===== src/hw/rtl/sap_pkg.sv =====
// Shared types and constants for the servo angle-to-pulse block.
// Used by sap_div and servo_angle_to_pulse; no dependencies.
package sap_pkg;

    localparam int MAX_SERVOS_DEF = 16;
    localparam int DATA_W         = 16;
    localparam int CNT_W          = 5;
    localparam int CFG_IDX_W      = 1;
    localparam int CFG_DATA_W     = 16;

    localparam logic [DATA_W-1:0] PWM_PERIOD_RST = 16'd20000;

    localparam logic [CFG_IDX_W-1:0] CFG_PWM_PERIOD  = 1'b0;
    localparam logic [CFG_IDX_W-1:0] CFG_SERVO_COUNT = 1'b1;

    typedef enum logic [1:0] {
        FUNC_WRITE = 2'd0,
        FUNC_ANGLE = 2'd1,
        FUNC_PULSE = 2'd2,
        FUNC_HOME  = 2'd3
    } func_t;

    typedef enum logic [1:0] {
        STAT_OK       = 2'd0,
        STAT_RANGE    = 2'd1,
        STAT_EMPTY    = 2'd2,
        STAT_REVERSED = 2'd3
    } status_t;

    typedef struct packed {
        func_t       func;
        logic [3:0]  servo_index;
        logic [15:0] angle;
        logic [15:0] pulse_request;
        logic [15:0] entry_min_angle;
        logic [15:0] entry_max_angle;
        logic [15:0] entry_min_pulse;
        logic [15:0] entry_max_pulse;
        logic [3:0]  entry_channel;
        logic        entry_inverted;
    } cmd_t;

    typedef struct packed {
        status_t     status;
        logic        apply;
        logic [3:0]  target_index;
        logic [3:0]  out_channel;
        logic [15:0] pulse_width;
        logic [15:0] period;
        logic        invert_polarity;
        logic        last;
    } rsp_t;

    typedef struct packed {
        logic [15:0] amin;
        logic [15:0] amax;
        logic [15:0] pmin;
        logic [15:0] pmax;
        logic [3:0]  channel;
        logic        inverted;
    } entry_t;

    typedef struct packed {
        logic busy;
        logic done;
    } div_stat_t;

    function automatic logic [DATA_W-1:0] clamp16(input logic [DATA_W-1:0] v,
                                                  input logic [DATA_W-1:0] lo,
                                                  input logic [DATA_W-1:0] hi);
        logic [DATA_W-1:0] r;
        if (v < lo) begin
            r = lo;
        end else if (v > hi) begin
            r = hi;
        end else begin
            r = v;
        end
        return r;
    endfunction

endpackage


===== src/hw/rtl/sap_div.sv =====
// Restoring divider, one quotient bit per cycle.
// Depends on sap_pkg (DATA_W, div_stat_t).
module sap_div (
    input  logic                           clk,
    input  logic                           rst_n,
    input  logic                           start,
    input  logic [2*sap_pkg::DATA_W-1:0]   dividend,
    input  logic [sap_pkg::DATA_W-1:0]     divisor,
    output sap_pkg::div_stat_t             stat,
    output logic [sap_pkg::DATA_W-1:0]     quotient
);

    localparam int DW     = sap_pkg::DATA_W;
    localparam int STEP_W = $clog2(DW + 1);

    logic [DW-1:0]     rem_reg;
    logic [DW-1:0]     quo_reg;
    logic [DW-1:0]     dsr_reg;
    logic [STEP_W-1:0] cnt_reg;
    logic              busy_reg;
    logic              done_reg;

    logic [DW:0] shifted;
    logic [DW:0] trial;
    logic        take;

    // caller guarantees dividend high half < divisor, so quotient fits DW bits
    assign shifted = {rem_reg, quo_reg[DW-1]};
    assign trial   = shifted - {1'b0, dsr_reg};
    assign take    = ~trial[DW];

    always_ff @(posedge clk or negedge rst_n)
    begin
        if (!rst_n)
        begin
            busy_reg <= 1'b0;
            done_reg <= 1'b0;
            cnt_reg  <= '0;
        end
        else
        begin
            done_reg <= 1'b0;
            if (start)
            begin
                busy_reg <= 1'b1;
                cnt_reg  <= '0;
            end
            else if (busy_reg)
            begin
                cnt_reg <= cnt_reg + STEP_W'(1);
                if (cnt_reg == STEP_W'(DW - 1))
                begin
                    busy_reg <= 1'b0;
                    done_reg <= 1'b1;
                end
            end
        end
    end

    always_ff @(posedge clk)
    begin
        if (start)
        begin
            rem_reg <= dividend[2*DW-1:DW];
            quo_reg <= dividend[DW-1:0];
            dsr_reg <= divisor;
        end
        else if (busy_reg)
        begin
            rem_reg <= take ? trial[DW-1:0] : shifted[DW-1:0];
            quo_reg <= {quo_reg[DW-2:0], take};
        end
    end

    assign stat.busy = busy_reg;
    assign stat.done = done_reg;
    assign quotient  = quo_reg;

endmodule


===== src/hw/rtl/servo_angle_to_pulse.sv =====
// Servo table and command sequencer: maps angles or raw pulses to PWM drive commands.
// Depends on sap_pkg and sap_div.
//
//  channel | signals                        | direction | flow control
//  --------+--------------------------------+-----------+-------------
//  command | cmd_valid, cmd_stall, cmd      | in        | cmd_stall
//  result  | rsp_valid, rsp_stall, rsp      | out       | rsp_stall
//  config  | cfg_valid, cfg_ready, cfg_index, cfg_data | in | cfg_ready (always 1)
//
// Write entry, set pulse and error results: ST_EXEC after transfer, then result in ST_OUT.
// Set angle: table read, multiply into divider, 16 divider steps, capture, output.
// Home all: set-angle steps for each active servo, plus any result-side stalls.
// One command at a time; cmd_stall stays high until its last result is transferred.
// Reset clears table, state, cursor and servo count at once; no clearing pass.
module servo_angle_to_pulse #(
    parameter int MAX_SERVOS = sap_pkg::MAX_SERVOS_DEF
) (
    input  logic                              clk,
    input  logic                              rst_n,
    input  logic                              cmd_valid,
    output logic                              cmd_stall,
    input  sap_pkg::cmd_t                     cmd,
    output logic                              rsp_valid,
    input  logic                              rsp_stall,
    output sap_pkg::rsp_t                     rsp,
    input  logic                              cfg_valid,
    output logic                              cfg_ready,
    input  logic [sap_pkg::CFG_IDX_W-1:0]     cfg_index,
    input  logic [sap_pkg::CFG_DATA_W-1:0]    cfg_data
);

    localparam int TBL_DEPTH = (MAX_SERVOS < 16) ? MAX_SERVOS : 16;
    localparam int IDX_W     = (TBL_DEPTH > 1) ? $clog2(TBL_DEPTH) : 1;
    localparam int CMP_W     = 8;
    localparam int CW        = sap_pkg::CNT_W;
    localparam int DW        = sap_pkg::DATA_W;

    typedef enum logic [4:0] {
        ST_IDLE = 5'b00001,
        ST_EXEC = 5'b00010,
        ST_LOAD = 5'b00100,
        ST_DIV  = 5'b01000,
        ST_OUT  = 5'b10000
    } state_t;

    state_t             state_reg, state_next;
    sap_pkg::cmd_t      cmd_reg;
    logic [CW-1:0]      cursor_reg, cursor_next;
    sap_pkg::entry_t    ent_reg, ent_next;
    logic [DW-1:0]      diff_reg, diff_next;
    logic [DW-1:0]      arange_reg, arange_next;
    logic [DW-1:0]      prange_reg, prange_next;
    sap_pkg::rsp_t      rsp_reg, rsp_next;
    sap_pkg::entry_t    tbl_reg [TBL_DEPTH];
    logic [DW-1:0]      pwm_period_reg;
    logic [CW-1:0]      servo_count_reg;

    logic               cmd_accept;
    logic               tbl_we;
    sap_pkg::entry_t    wr_ent;
    logic [IDX_W-1:0]   rd_addr;
    sap_pkg::entry_t    rd_ent;
    logic               is_home;
    logic [3:0]         cur_idx;
    logic [CW-1:0]      n_active;
    logic               in_range;
    logic               wr_idx_ok;
    logic [DW-1:0]      a_req;
    logic [DW-1:0]      ca;
    logic               last_ok;
    logic [DW:0]        pulse_sum;
    logic [DW-1:0]      pulse_div;
    logic [2*DW-1:0]    product;
    logic               div_start;
    sap_pkg::div_stat_t div_stat;
    logic [DW-1:0]      quotient;

    assign cmd_accept = cmd_valid && (state_reg == ST_IDLE);
    assign cmd_stall  = (state_reg != ST_IDLE);
    assign rsp_valid  = (state_reg == ST_OUT);
    assign rsp        = rsp_reg;
    assign cfg_ready  = 1'b1;

    assign n_active  = (servo_count_reg > CW'(TBL_DEPTH)) ? CW'(TBL_DEPTH) : servo_count_reg;
    assign is_home   = (cmd_reg.func == sap_pkg::FUNC_HOME);
    assign cur_idx   = is_home ? cursor_reg[3:0] : cmd_reg.servo_index;
    assign rd_addr   = is_home ? cursor_reg[IDX_W-1:0] : cmd_reg.servo_index[IDX_W-1:0];
    assign rd_ent    = tbl_reg[rd_addr];
    assign in_range  = {1'b0, cmd_reg.servo_index} < n_active;
    assign wr_idx_ok = CMP_W'(cmd_reg.servo_index) < CMP_W'(MAX_SERVOS);
    assign a_req     = is_home ? rd_ent.amin : cmd_reg.angle;
    assign ca        = sap_pkg::clamp16(a_req, rd_ent.amin, rd_ent.amax);
    assign last_ok   = !is_home || (cursor_reg == (n_active - CW'(1)));
    assign pulse_sum = {1'b0, ent_reg.pmin} + {1'b0, quotient};
    assign pulse_div = sap_pkg::clamp16(pulse_sum[DW-1:0], ent_reg.pmin, ent_reg.pmax);
    assign product   = diff_reg * prange_reg;
    assign div_start = (state_reg == ST_LOAD);

    assign wr_ent.amin     = cmd_reg.entry_min_angle;
    assign wr_ent.amax     = cmd_reg.entry_max_angle;
    assign wr_ent.pmin     = cmd_reg.entry_min_pulse;
    assign wr_ent.pmax     = cmd_reg.entry_max_pulse;
    assign wr_ent.channel  = cmd_reg.entry_channel;
    assign wr_ent.inverted = cmd_reg.entry_inverted;

    sap_div u_div (
        .clk      (clk),
        .rst_n    (rst_n),
        .start    (div_start),
        .dividend (product),
        .divisor  (arange_reg),
        .stat     (div_stat),
        .quotient (quotient)
    );

    always_comb
    begin
        state_next  = state_reg;
        cursor_next = cursor_reg;
        ent_next    = ent_reg;
        diff_next   = diff_reg;
        arange_next = arange_reg;
        prange_next = prange_reg;
        rsp_next    = rsp_reg;
        tbl_we      = 1'b0;

        case (state_reg)
            ST_IDLE:
            begin
                if (cmd_accept)
                begin
                    cursor_next = '0;
                    state_next  = ST_EXEC;
                end
            end
            ST_EXEC:
            begin
                rsp_next              = '0;
                rsp_next.target_index = cur_idx;
                rsp_next.last         = 1'b1;
                state_next            = ST_OUT;
                case (cmd_reg.func)
                    sap_pkg::FUNC_WRITE:
                    begin
                        if (!wr_idx_ok)
                        begin
                            rsp_next.status = sap_pkg::STAT_RANGE;
                        end
                        else if (wr_ent.amin > wr_ent.amax || wr_ent.pmin > wr_ent.pmax)
                        begin
                            rsp_next.status = sap_pkg::STAT_REVERSED;
                        end
                        else
                        begin
                            tbl_we = 1'b1;
                        end
                    end
                    sap_pkg::FUNC_PULSE:
                    begin
                        if (!in_range)
                        begin
                            rsp_next.status = sap_pkg::STAT_RANGE;
                        end
                        else
                        begin
                            rsp_next.apply           = 1'b1;
                            rsp_next.out_channel     = rd_ent.channel;
                            rsp_next.pulse_width     = sap_pkg::clamp16(cmd_reg.pulse_request,
                                                                        rd_ent.pmin, rd_ent.pmax);
                            rsp_next.period          = pwm_period_reg;
                            rsp_next.invert_polarity = rd_ent.inverted;
                        end
                    end
                    sap_pkg::FUNC_ANGLE, sap_pkg::FUNC_HOME:
                    begin
                        if (!is_home && !in_range)
                        begin
                            rsp_next.status = sap_pkg::STAT_RANGE;
                        end
                        else if (is_home && n_active == '0)
                        begin
                            rsp_next.status = sap_pkg::STAT_OK;
                        end
                        else if (rd_ent.amax <= rd_ent.amin)
                        begin
                            rsp_next.status = sap_pkg::STAT_EMPTY;
                        end
                        else
                        begin
                            // quotient <= prange since ca - amin <= arange
                            ent_next    = rd_ent;
                            diff_next   = ca - rd_ent.amin;
                            arange_next = rd_ent.amax - rd_ent.amin;
                            prange_next = (rd_ent.pmax >= rd_ent.pmin) ?
                                          (rd_ent.pmax - rd_ent.pmin) : '0;
                            state_next  = ST_LOAD;
                        end
                    end
                    default:
                    begin
                    end
                endcase
            end
            ST_LOAD:
            begin
                state_next = ST_DIV;
            end
            ST_DIV:
            begin
                if (div_stat.done)
                begin
                    rsp_next.status          = sap_pkg::STAT_OK;
                    rsp_next.apply           = 1'b1;
                    rsp_next.target_index    = cur_idx;
                    rsp_next.out_channel     = ent_reg.channel;
                    rsp_next.pulse_width     = pulse_div;
                    rsp_next.period          = pwm_period_reg;
                    rsp_next.invert_polarity = ent_reg.inverted;
                    rsp_next.last            = last_ok;
                    state_next               = ST_OUT;
                end
            end
            ST_OUT:
            begin
                if (!rsp_stall)
                begin
                    if (!rsp_reg.last)
                    begin
                        cursor_next = cursor_reg + CW'(1);
                        state_next  = ST_EXEC;
                    end
                    else
                    begin
                        state_next = ST_IDLE;
                    end
                end
            end
            default:
            begin
                state_next = ST_IDLE;
            end
        endcase
    end

    always_ff @(posedge clk or negedge rst_n)
    begin
        if (!rst_n)
        begin
            state_reg  <= ST_IDLE;
            cursor_reg <= '0;
        end
        else
        begin
            state_reg  <= state_next;
            cursor_reg <= cursor_next;
        end
    end

    always_ff @(posedge clk)
    begin
        if (cmd_accept)
        begin
            cmd_reg <= cmd;
        end
        ent_reg    <= ent_next;
        diff_reg   <= diff_next;
        arange_reg <= arange_next;
        prange_reg <= prange_next;
        rsp_reg    <= rsp_next;
    end

    always_ff @(posedge clk or negedge rst_n)
    begin
        if (!rst_n)
        begin
            for (int i = 0; i < TBL_DEPTH; i++)
            begin
                tbl_reg[i] <= '0;
            end
        end
        else if (tbl_we)
        begin
            tbl_reg[cmd_reg.servo_index[IDX_W-1:0]] <= wr_ent;
        end
    end

    always_ff @(posedge clk or negedge rst_n)
    begin
        if (!rst_n)
        begin
            pwm_period_reg  <= sap_pkg::PWM_PERIOD_RST;
            servo_count_reg <= '0;
        end
        else if (cfg_valid && cfg_ready)
        begin
            case (cfg_index)
                sap_pkg::CFG_PWM_PERIOD:  pwm_period_reg  <= cfg_data;
                sap_pkg::CFG_SERVO_COUNT: servo_count_reg <= cfg_data[CW-1:0];
                default:
                begin
                end
            endcase
        end
    end

`ifndef ASSERT_OFF
    a_div_busy_in_div: assert property (@(posedge clk) disable iff (!rst_n)
        (state_reg == ST_DIV) |-> (div_stat.busy || div_stat.done))
        else $error("divider idle while sequencer waits on it");

    a_div_done_state: assert property (@(posedge clk) disable iff (!rst_n)
        div_stat.done |-> (state_reg == ST_DIV))
        else $error("divider finished outside the divide state");

    a_apply_ok: assert property (@(posedge clk) disable iff (!rst_n)
        (rsp_valid && rsp.apply) |-> (rsp.status == sap_pkg::STAT_OK))
        else $error("drive command carries an error status");

    a_noapply_zero: assert property (@(posedge clk) disable iff (!rst_n)
        (rsp_valid && !rsp.apply) |->
        (rsp.pulse_width == '0 && rsp.period == '0 && rsp.out_channel == '0))
        else $error("non-drive result carries command fields");

    a_more_only_home: assert property (@(posedge clk) disable iff (!rst_n)
        (rsp_valid && !rsp.last) |-> (cmd_reg.func == sap_pkg::FUNC_HOME))
        else $error("multi-result sequence from a single-result command");
`endif

endmodule


===== config.mk =====
export PLATFORM = sky130hd
export DESIGN_NAME = servo_angle_to_pulse
export DESIGN_NICKNAME = d
export VERILOG_FILES = /design/src/hw/rtl/sap_pkg.sv /design/src/hw/rtl/sap_div.sv /design/src/hw/rtl/servo_angle_to_pulse.sv
export SDC_FILE = /design/constraint.sdc
export NUM_CORES = 2
export LEC_CHECK = 0
export ABC_CLOCK_PERIOD_IN_PS = 33500
export BUFFER_PORTS_ARGS = -buffer_cell sky130_fd_sc_hd__buf_2
export CAP_MARGIN = 20
export CORE_MARGIN = 2
export CORE_UTILIZATION = 45
export DETAILED_ROUTE_END_ITERATION = 12
export GPL_TIMING_DRIVEN = 0
export PLACE_DENSITY = 0.58
export SKIP_LAST_GASP = 1
export SYNTH_ARGS = -nofsm -noshare
export SYNTH_HDL_FRONTEND = slang
export SYNTH_SLANG_ARGS = --single-unit

===== constraint.sdc =====
create_clock -name clk -period 33.5 [get_ports clk]
set_clock_uncertainty 0.15 [all_clocks]
set_input_delay 1.675 -clock clk [delete_from_list [all_inputs] [get_ports clk]]
set_output_delay 1.675 -clock clk [all_outputs]
set_load 0.02 [all_outputs]

=== Word level (Yosys, flattened, before mapping) ===
Index checks and enable logic that the tools add are counted.

* Reductions and logical operators: 20
* $mul: 1
* Add/sub/neg operators: 8
* Muxes and demuxes: 56
* $lt $le $gt $ge: 15
* Equality and inequality tests: 15
* Bitwise operators: 7

{| class="wikitable"
|+ Operators with widths
! operator !! count
|-
| $bwmux W1104 || 1
|-
| $bmux W69 S4 || 1
|-
| $demux W69 S4 || 1
|-
| $mux W69 || 3
|-
| $mux W16 || 12
|-
| $pmux W45 S2 || 1
|-
| $gt A16 B16 Y1 || 5
|-
| $mux W37 || 2
|-
| $mux W5 || 13
|-
| $lt A16 B16 Y1 || 3
|-
| $sub A16 B16 Y16 || 3
|-
| $mux W45 || 1
|-
| $mul A16 B16 Y32 || 1
|-
| $pmux W5 S5 || 1
|-
| $sub A17 B16 Y17 || 1
|-
| $add A16 B16 Y16 || 1
|-
| $ge A16 B16 Y1 || 1
|-
| $le A16 B16 Y1 || 1
|-
| $mux W1 || 12
|-
| $add A5 B1 Y5 const B || 2
|-
| $eq A5 B4 Y1 const B || 2
|-
| $ge A5 B5 Y1 const B || 2
|-
| $mux W2 || 5
|-
| $not A4 Y5 || 2
|-
| 29 further kinds || 45
|}

* Bits of input ports: 129
* Word-level logic and storage cells: 253
* Output and inout port bits: 48
* Bits in registers: 1427

=== Depth between registers and ports, before layout ===
* Depth in word-level cells: 12
* Mapped depth: 34
* Mapped depth without buffers: 29

=== Hierarchy ===
Synthesis repeated with hierarchy kept, for this count alone.

* Cells, all modules: 6019
* Area, all modules: 78058.6 µm²

{| class="wikitable"
|+ By module, submodules not included
! module !! times used !! area each (µm²) !! cells each !! seq. area each (µm²)
|-
| servo_angle_to_pulse || 1 || 74779.2 || 5723 || 35526.6
|-
| sap_div || 1 || 3279.4 || 296 || 1616.6
|}

=== Least setup slack after synthesis ===
No wires, ideal clock.

* Path type: register -> register
* From: register cmd_reg[105] in the netlist's numbering
* To: register arange_reg[0] (enable)
* Data required time: 32.718 ns
* Arrival time: 9.946 ns
* Path buffers: 5
* Period minus slack after synthesis: 10.728 ns
* Stages on the path, launching flop included: 24
* Setup slack: 22.772 ns
* Setup time: 0.632 ns
* Cells stage by stage: edfxtp_1 > buf_4 > nand2_4 > mux2i_2 > inv_2 > buf_2 > buf_4 > buf_4 > buf_2 > mux4_2 > nand2_1 > and3_1 > a31oi_1 > inv_1 > ha_1 > fa_1 > nor2b_1 > o21ai_0 > a21boi_0 > o21a_1 > o21ai_0 > a21oi_1 > a21oi_1 > nor3_1

* Word-level cells in the longest chain between the ends: 9
* Elaborated cells on any way between the ends: 16
* Those cells by class: order compare (1); eq/ne (2); mux (4); bitwise (4); reduce/logical (5)

{| class="wikitable"
|+ Ends and longest elaborated chain
! item !! line !! RTL
|-
| start, declared || servo_angle_to_pulse.sv:47 || <nowiki>sap_pkg::cmd_t cmd_reg;</nowiki>
|-
| start signal, assigned || servo_angle_to_pulse.sv:263 || <nowiki>cmd_reg <= cmd;</nowiki>
|-
| $eq A2 B2 Y1 || servo_angle_to_pulse.sv:85, servo_angle_to_pulse.sv:142 ||
|-
| $mux W4 || servo_angle_to_pulse.sv:87 || <nowiki>assign rd_addr = is_home ? cursor_reg[IDX_W-1:0] : cmd_reg.servo_index[IDX_W-1:0];</nowiki>
|-
| $not A4 Y5 (not written as such) || servo_angle_to_pulse.sv:88 || <nowiki>assign rd_ent = tbl_reg[rd_addr];</nowiki>
|-
| $bmux W69 S4 || servo_angle_to_pulse.sv:88 ||
|-
| $mux W69 (not written as such) (2 in series) || servo_angle_to_pulse.sv:88 ||
|-
| $le A16 B16 Y1 || servo_angle_to_pulse.sv:184 || <nowiki>else if (rd_ent.amax <= rd_ent.amin)</nowiki>
|-
| $not A1 Y1 (no line) || - ||
|-
| $reduce_and A5 Y1 (no line) * || - ||
|-
| end signal, assigned || servo_angle_to_pulse.sv:267 || <nowiki>arange_reg <= arange_next;</nowiki>
|-
| end, declared || servo_angle_to_pulse.sv:51 || <nowiki>logic [DW-1:0] arange_reg, arange_next;</nowiki>
|}

Mark *: on every way between the ends. The rest lies on a longest branch, timed or not. The select of a mux whose other input is x is not followed.
A chain may end at the register's enable or synchronous reset.

=== Final worst setup path ===
* From: register cmd_reg[106] in the netlist's numbering
* To: register diff_reg[14] (data pin)

* Word-level cells in the longest chain between the ends: 11
* Elaborated cells on any way between the ends: 12
* Those cells by class: add/sub (1); order compare (2); eq/ne (1); mux (7); bitwise (1)

{| class="wikitable"
|+ Ends and longest elaborated chain
! item !! line !! RTL
|-
| $eq A2 B2 Y1 * || servo_angle_to_pulse.sv:85 || <nowiki>assign is_home = (cmd_reg.func == sap_pkg::FUNC_HOME);</nowiki>
|-
| $mux W4 || servo_angle_to_pulse.sv:87 ||
|-
| $not A4 Y5 (not written as such) || servo_angle_to_pulse.sv:88 ||
|-
| $bmux W69 S4 || servo_angle_to_pulse.sv:88 ||
|-
| $mux W69 (not written as such) (2 in series) || servo_angle_to_pulse.sv:88 ||
|-
| $mux W16 || servo_angle_to_pulse.sv:91 || <nowiki>assign a_req = is_home ? rd_ent.amin : cmd_reg.angle;</nowiki>
|-
| $gt A16 B16 Y1 || sap_pkg.sv:74 || <nowiki>end else if (v > hi) begin</nowiki>
|-
| $mux W16 || sap_pkg.sv:74 ||
|-
| $mux W16 || sap_pkg.sv:72 || <nowiki>if (v < lo) begin</nowiki>
|-
| $sub A16 B16 Y16 * || servo_angle_to_pulse.sv:192 || <nowiki>diff_next = ca - rd_ent.amin;</nowiki>
|-
| end signal, assigned || servo_angle_to_pulse.sv:266 || <nowiki>diff_reg <= diff_next;</nowiki>
|-
| end, declared || servo_angle_to_pulse.sv:50 || <nowiki>logic [DW-1:0] diff_reg, diff_next;</nowiki>
|}

Marks and branches as above.

==> reports/qor.yml <==
worstMarginPinSlew_ns: 1.26
r2r_slack_ns: 23.26
grt_use_total_pct: 27.1
min_path_cells: 0
ios: 177
cp-end-kind: "register"
regArea_um2: 37100
ys_seq_elements: 1427
ctsHoldBuffers: 0
drt_iter0_drc: 4149
synth_compound_area_share_pct: 4.86
dieArea_um2: 176000
synth_edf_count: 285
postCtsResizedCells: 0
synth.distinct_cells: 85
clk_path_buf_depth: 3
holdCritPathClass: "register to register"
min_period_over_period_pct: 30.6
path_max_fanout: 10
slowest_stage: "o41ai_2"
p_leak_nw: 40.6
r2r_start: "cmd_reg[106]"
whs_endpoint: "u_div.dsr_reg[3]"
synth.avg_cell_area_um2: 13.0
fmax_ghz: 0.0976
synth_top_family_by_area: "multiplexers"
reg2reg_to: "diff_reg[14]"
power_density_nw_per_um2: 86.7
fin_setup_tns_ns: 0
grt_overflow_total: 0
cp_data_arrival_time_ns: 10.60
drc: 0
syn-cell-area_um2: 77600
postSynth.asyncResetShare_pct: 80.0
coreArea_um2: 171000
hold_start: "arange_reg[3]"
max_stage_delay_ns: 0.92
grt_pass1_wl_um: 349000
antenna_found_initial: 12
root_buffer: "clkbuf_16"
core.rowCount: 152
wl_per_cell_um: 26.9
cap_violations: 0
vias_per_cell: 5.75
fillCellCount: 15011
relSlewSlack_pct: 15.7
critPathLaunchType: "register"
crit_required_ns: 33.86
postCtsSetupBuffers: 0
place_congestion: 0.903
finalHoldViolCount: 0
dr.pass1.iters: 8
status: "complete, no violations"
grt_pass1_vias: 51890
die_x_um: 419
grt_max_degree: 166
syn2layout_area_growth_pct: 12.5
dp_hpwl_um: 174000
synth_flop_cell: "dfrtp_1"
synth-simple-area-share_pct: 7.14
largest_reg_flops: 1104
rsz0062_at_grt: "no"
seq_area_frac_synth_pct: 47.9
multi_input_area_um2: 37300
vdd_ir_drop_max_mv: 0.124
power.total_mw: 7.57
synth.net_count: 6618
ant_nets: 0
nets: 6996
crit_top_cell: "buf_2"
totalWireLength_um: 236000
yosys.area_share.adder_pct: 10.2
clk_pin_slew_ns: 0.06
netlist_instances: 5977
cts_tree: "done"
finalSetupViolCount: 0
yosys_warnings: 0
numCtsBuffers: 158
numClockSinks: 1427
worstSkewPairLatency_ns: 0.82
maxSlewViolCount: 0
cts_max_level: 4
io_buffer_count: 175
ff2ff_path_depth: 32
die_h_um: 419
setup.worst_path.class: "register to register"
initial_utilization_pct: 45.3
muxShareOfSynthArea_pct: 24.8
synth_xor_area_share_pct: 1.07
drive_gt1_share_pct: 31.6
vias: 50551
finalCriticalPeriod_ns: 10.24
[kinds of logic (layout without fill, tap and decap cells)]
kind of cell,Yosys count,in the layout
mux,1466,1466
flops,1427,1427
fa+ha+maj,512,512
xor+xnor,94,94
compound gates,560,560
buf+inv,769,1269
simple gates,1148,1148
other cells,1,3
[power breakdown]
part / internal (mW) / leakage [nW] / switching [mW]
clock network: 1.01 / 2.57 / 0.747
logic: 1.41 / 19.6 / 2.16
registers: 2.06 / 18.5 / 0.181
[metal layers]
layer	GRT usage, %	wire length (um)	vias to the layer above
li1	-	-	22076
met1	36.8	102000	26647
met2	44.5	113000	1423
met3	4.76	13500	393
met4	8.51	7710	12
met5	0	114	-
[synthesized netlist by cell type, types with 46 or more instances]
library cell | instances | area [um^2]
a21oi_1 | 107 | 536
edfxtp_1 | 285 | 8560
xnor2_1 | 63 | 552
nand3_1 | 55 | 275
dfrtp_1 | 1136 | 28400
fa_1 | 199 | 3980
and2_1 | 137 | 857
a21o_1 | 46 | 345
mux4_2 | 243 | 5470
a31oi_1 | 69 | 432
mux2_2 | 1120 | 12600
nand2_1 | 568 | 2130
buf_2 | 123 | 616
ha_1 | 313 | 3920
mux2i_1 | 53 | 531
nor2_1 | 126 | 473
clkbuf_1 | 190 | 713
inv_1 | 399 | 1500
o21ai_0 | 93 | 465
and3_1 | 72 | 450
[stage by stage]
stage | util, % | hold WS (ns) | instance area [um^2] | std cells | setup WS [ns]
final | 50.9 | 0.264 | 87300 | 8789 | 23.26
after global routing | 50.9 | 0.275 | 87300 | 8788 | 23.00
after CTS | 50.9 | 0.267 | 87300 | 8785 | 23.44
after detailed placement | 47.9 | 0.255 | 82000 | 8503 | 23.51
after global placement | 47.5 | 0.257 | 81300 | 8462 | 5.20
after floorplan | - | 0.250 | 77600 | 5977 | 22.77
[cell type report]
class | instances | share of cell area [%]
Inverter | 402 | 1.73
Multi-Input combinational cell | 3781 | 42.7
Clock inverter | 45 | 0.661
Tap cell | 2310 | 3.31
Sequential cell | 1427 | 42.5
Timing Repair Buffer | 218 | 1.77
Clock buffer | 237 | 5.34
Buffer | 367 | 1.91
Antenna cell | 2 | 0.00573
[layout by cell type, fill, tap and decap left out, types with 30 or more instances in the layout]
cell,instances
mux2_2,1120
and2_1,137
ha_1,313
a21o_1,46
fa_1,199
nand4_1,33
xor2_1,30
clkbuf_16,162
buf_4,40
clkbuf_8,33
mux2_1,41
a21oi_1,107
buf_2,297
nor2_1,125
inv_1,399
mux4_2,243
xnor2_1,63
nand3_1,55
nand2_1,566
dfrtp_1,1136
edfxtp_1,285
clkbuf_1,231
nor3_1,44
and3_1,72
a31oi_1,69
o21ai_0,90
mux2i_1,53
[critical path, delay by kind of cell (launching register included)]
kind	cells	cell delay, ns
muxes	2	0.36
buffers and inverters	10	3.15
AOI/OAI and AO/OA	11	3.59
and+or+nand+nor	5	1.00
adders and majority gates	3	1.00
DFF	1	0.50
xor gates and xnor gates	1	0.11
[worst max path at each step]
stage | from | to | slack, ns | cells past startpoint
after floorplan | cmd_reg[105] | arange_reg[0] | 22.77 | 23
after global placement | rst_n | pwm_period_reg[2] | 5.20 | 1
after CTS | cmd_reg[106] | diff_reg[14] | 23.44 | 32
after global routing | cmd_reg[106] | diff_reg[14] | 23.00 | 32
after detailed placement | cmd_reg[106] | diff_reg[14] | 23.51 | 32
final | cmd_reg[106] | diff_reg[14] | 23.26 | 32
Note: power is estimated with default switching activity, not from simulation.
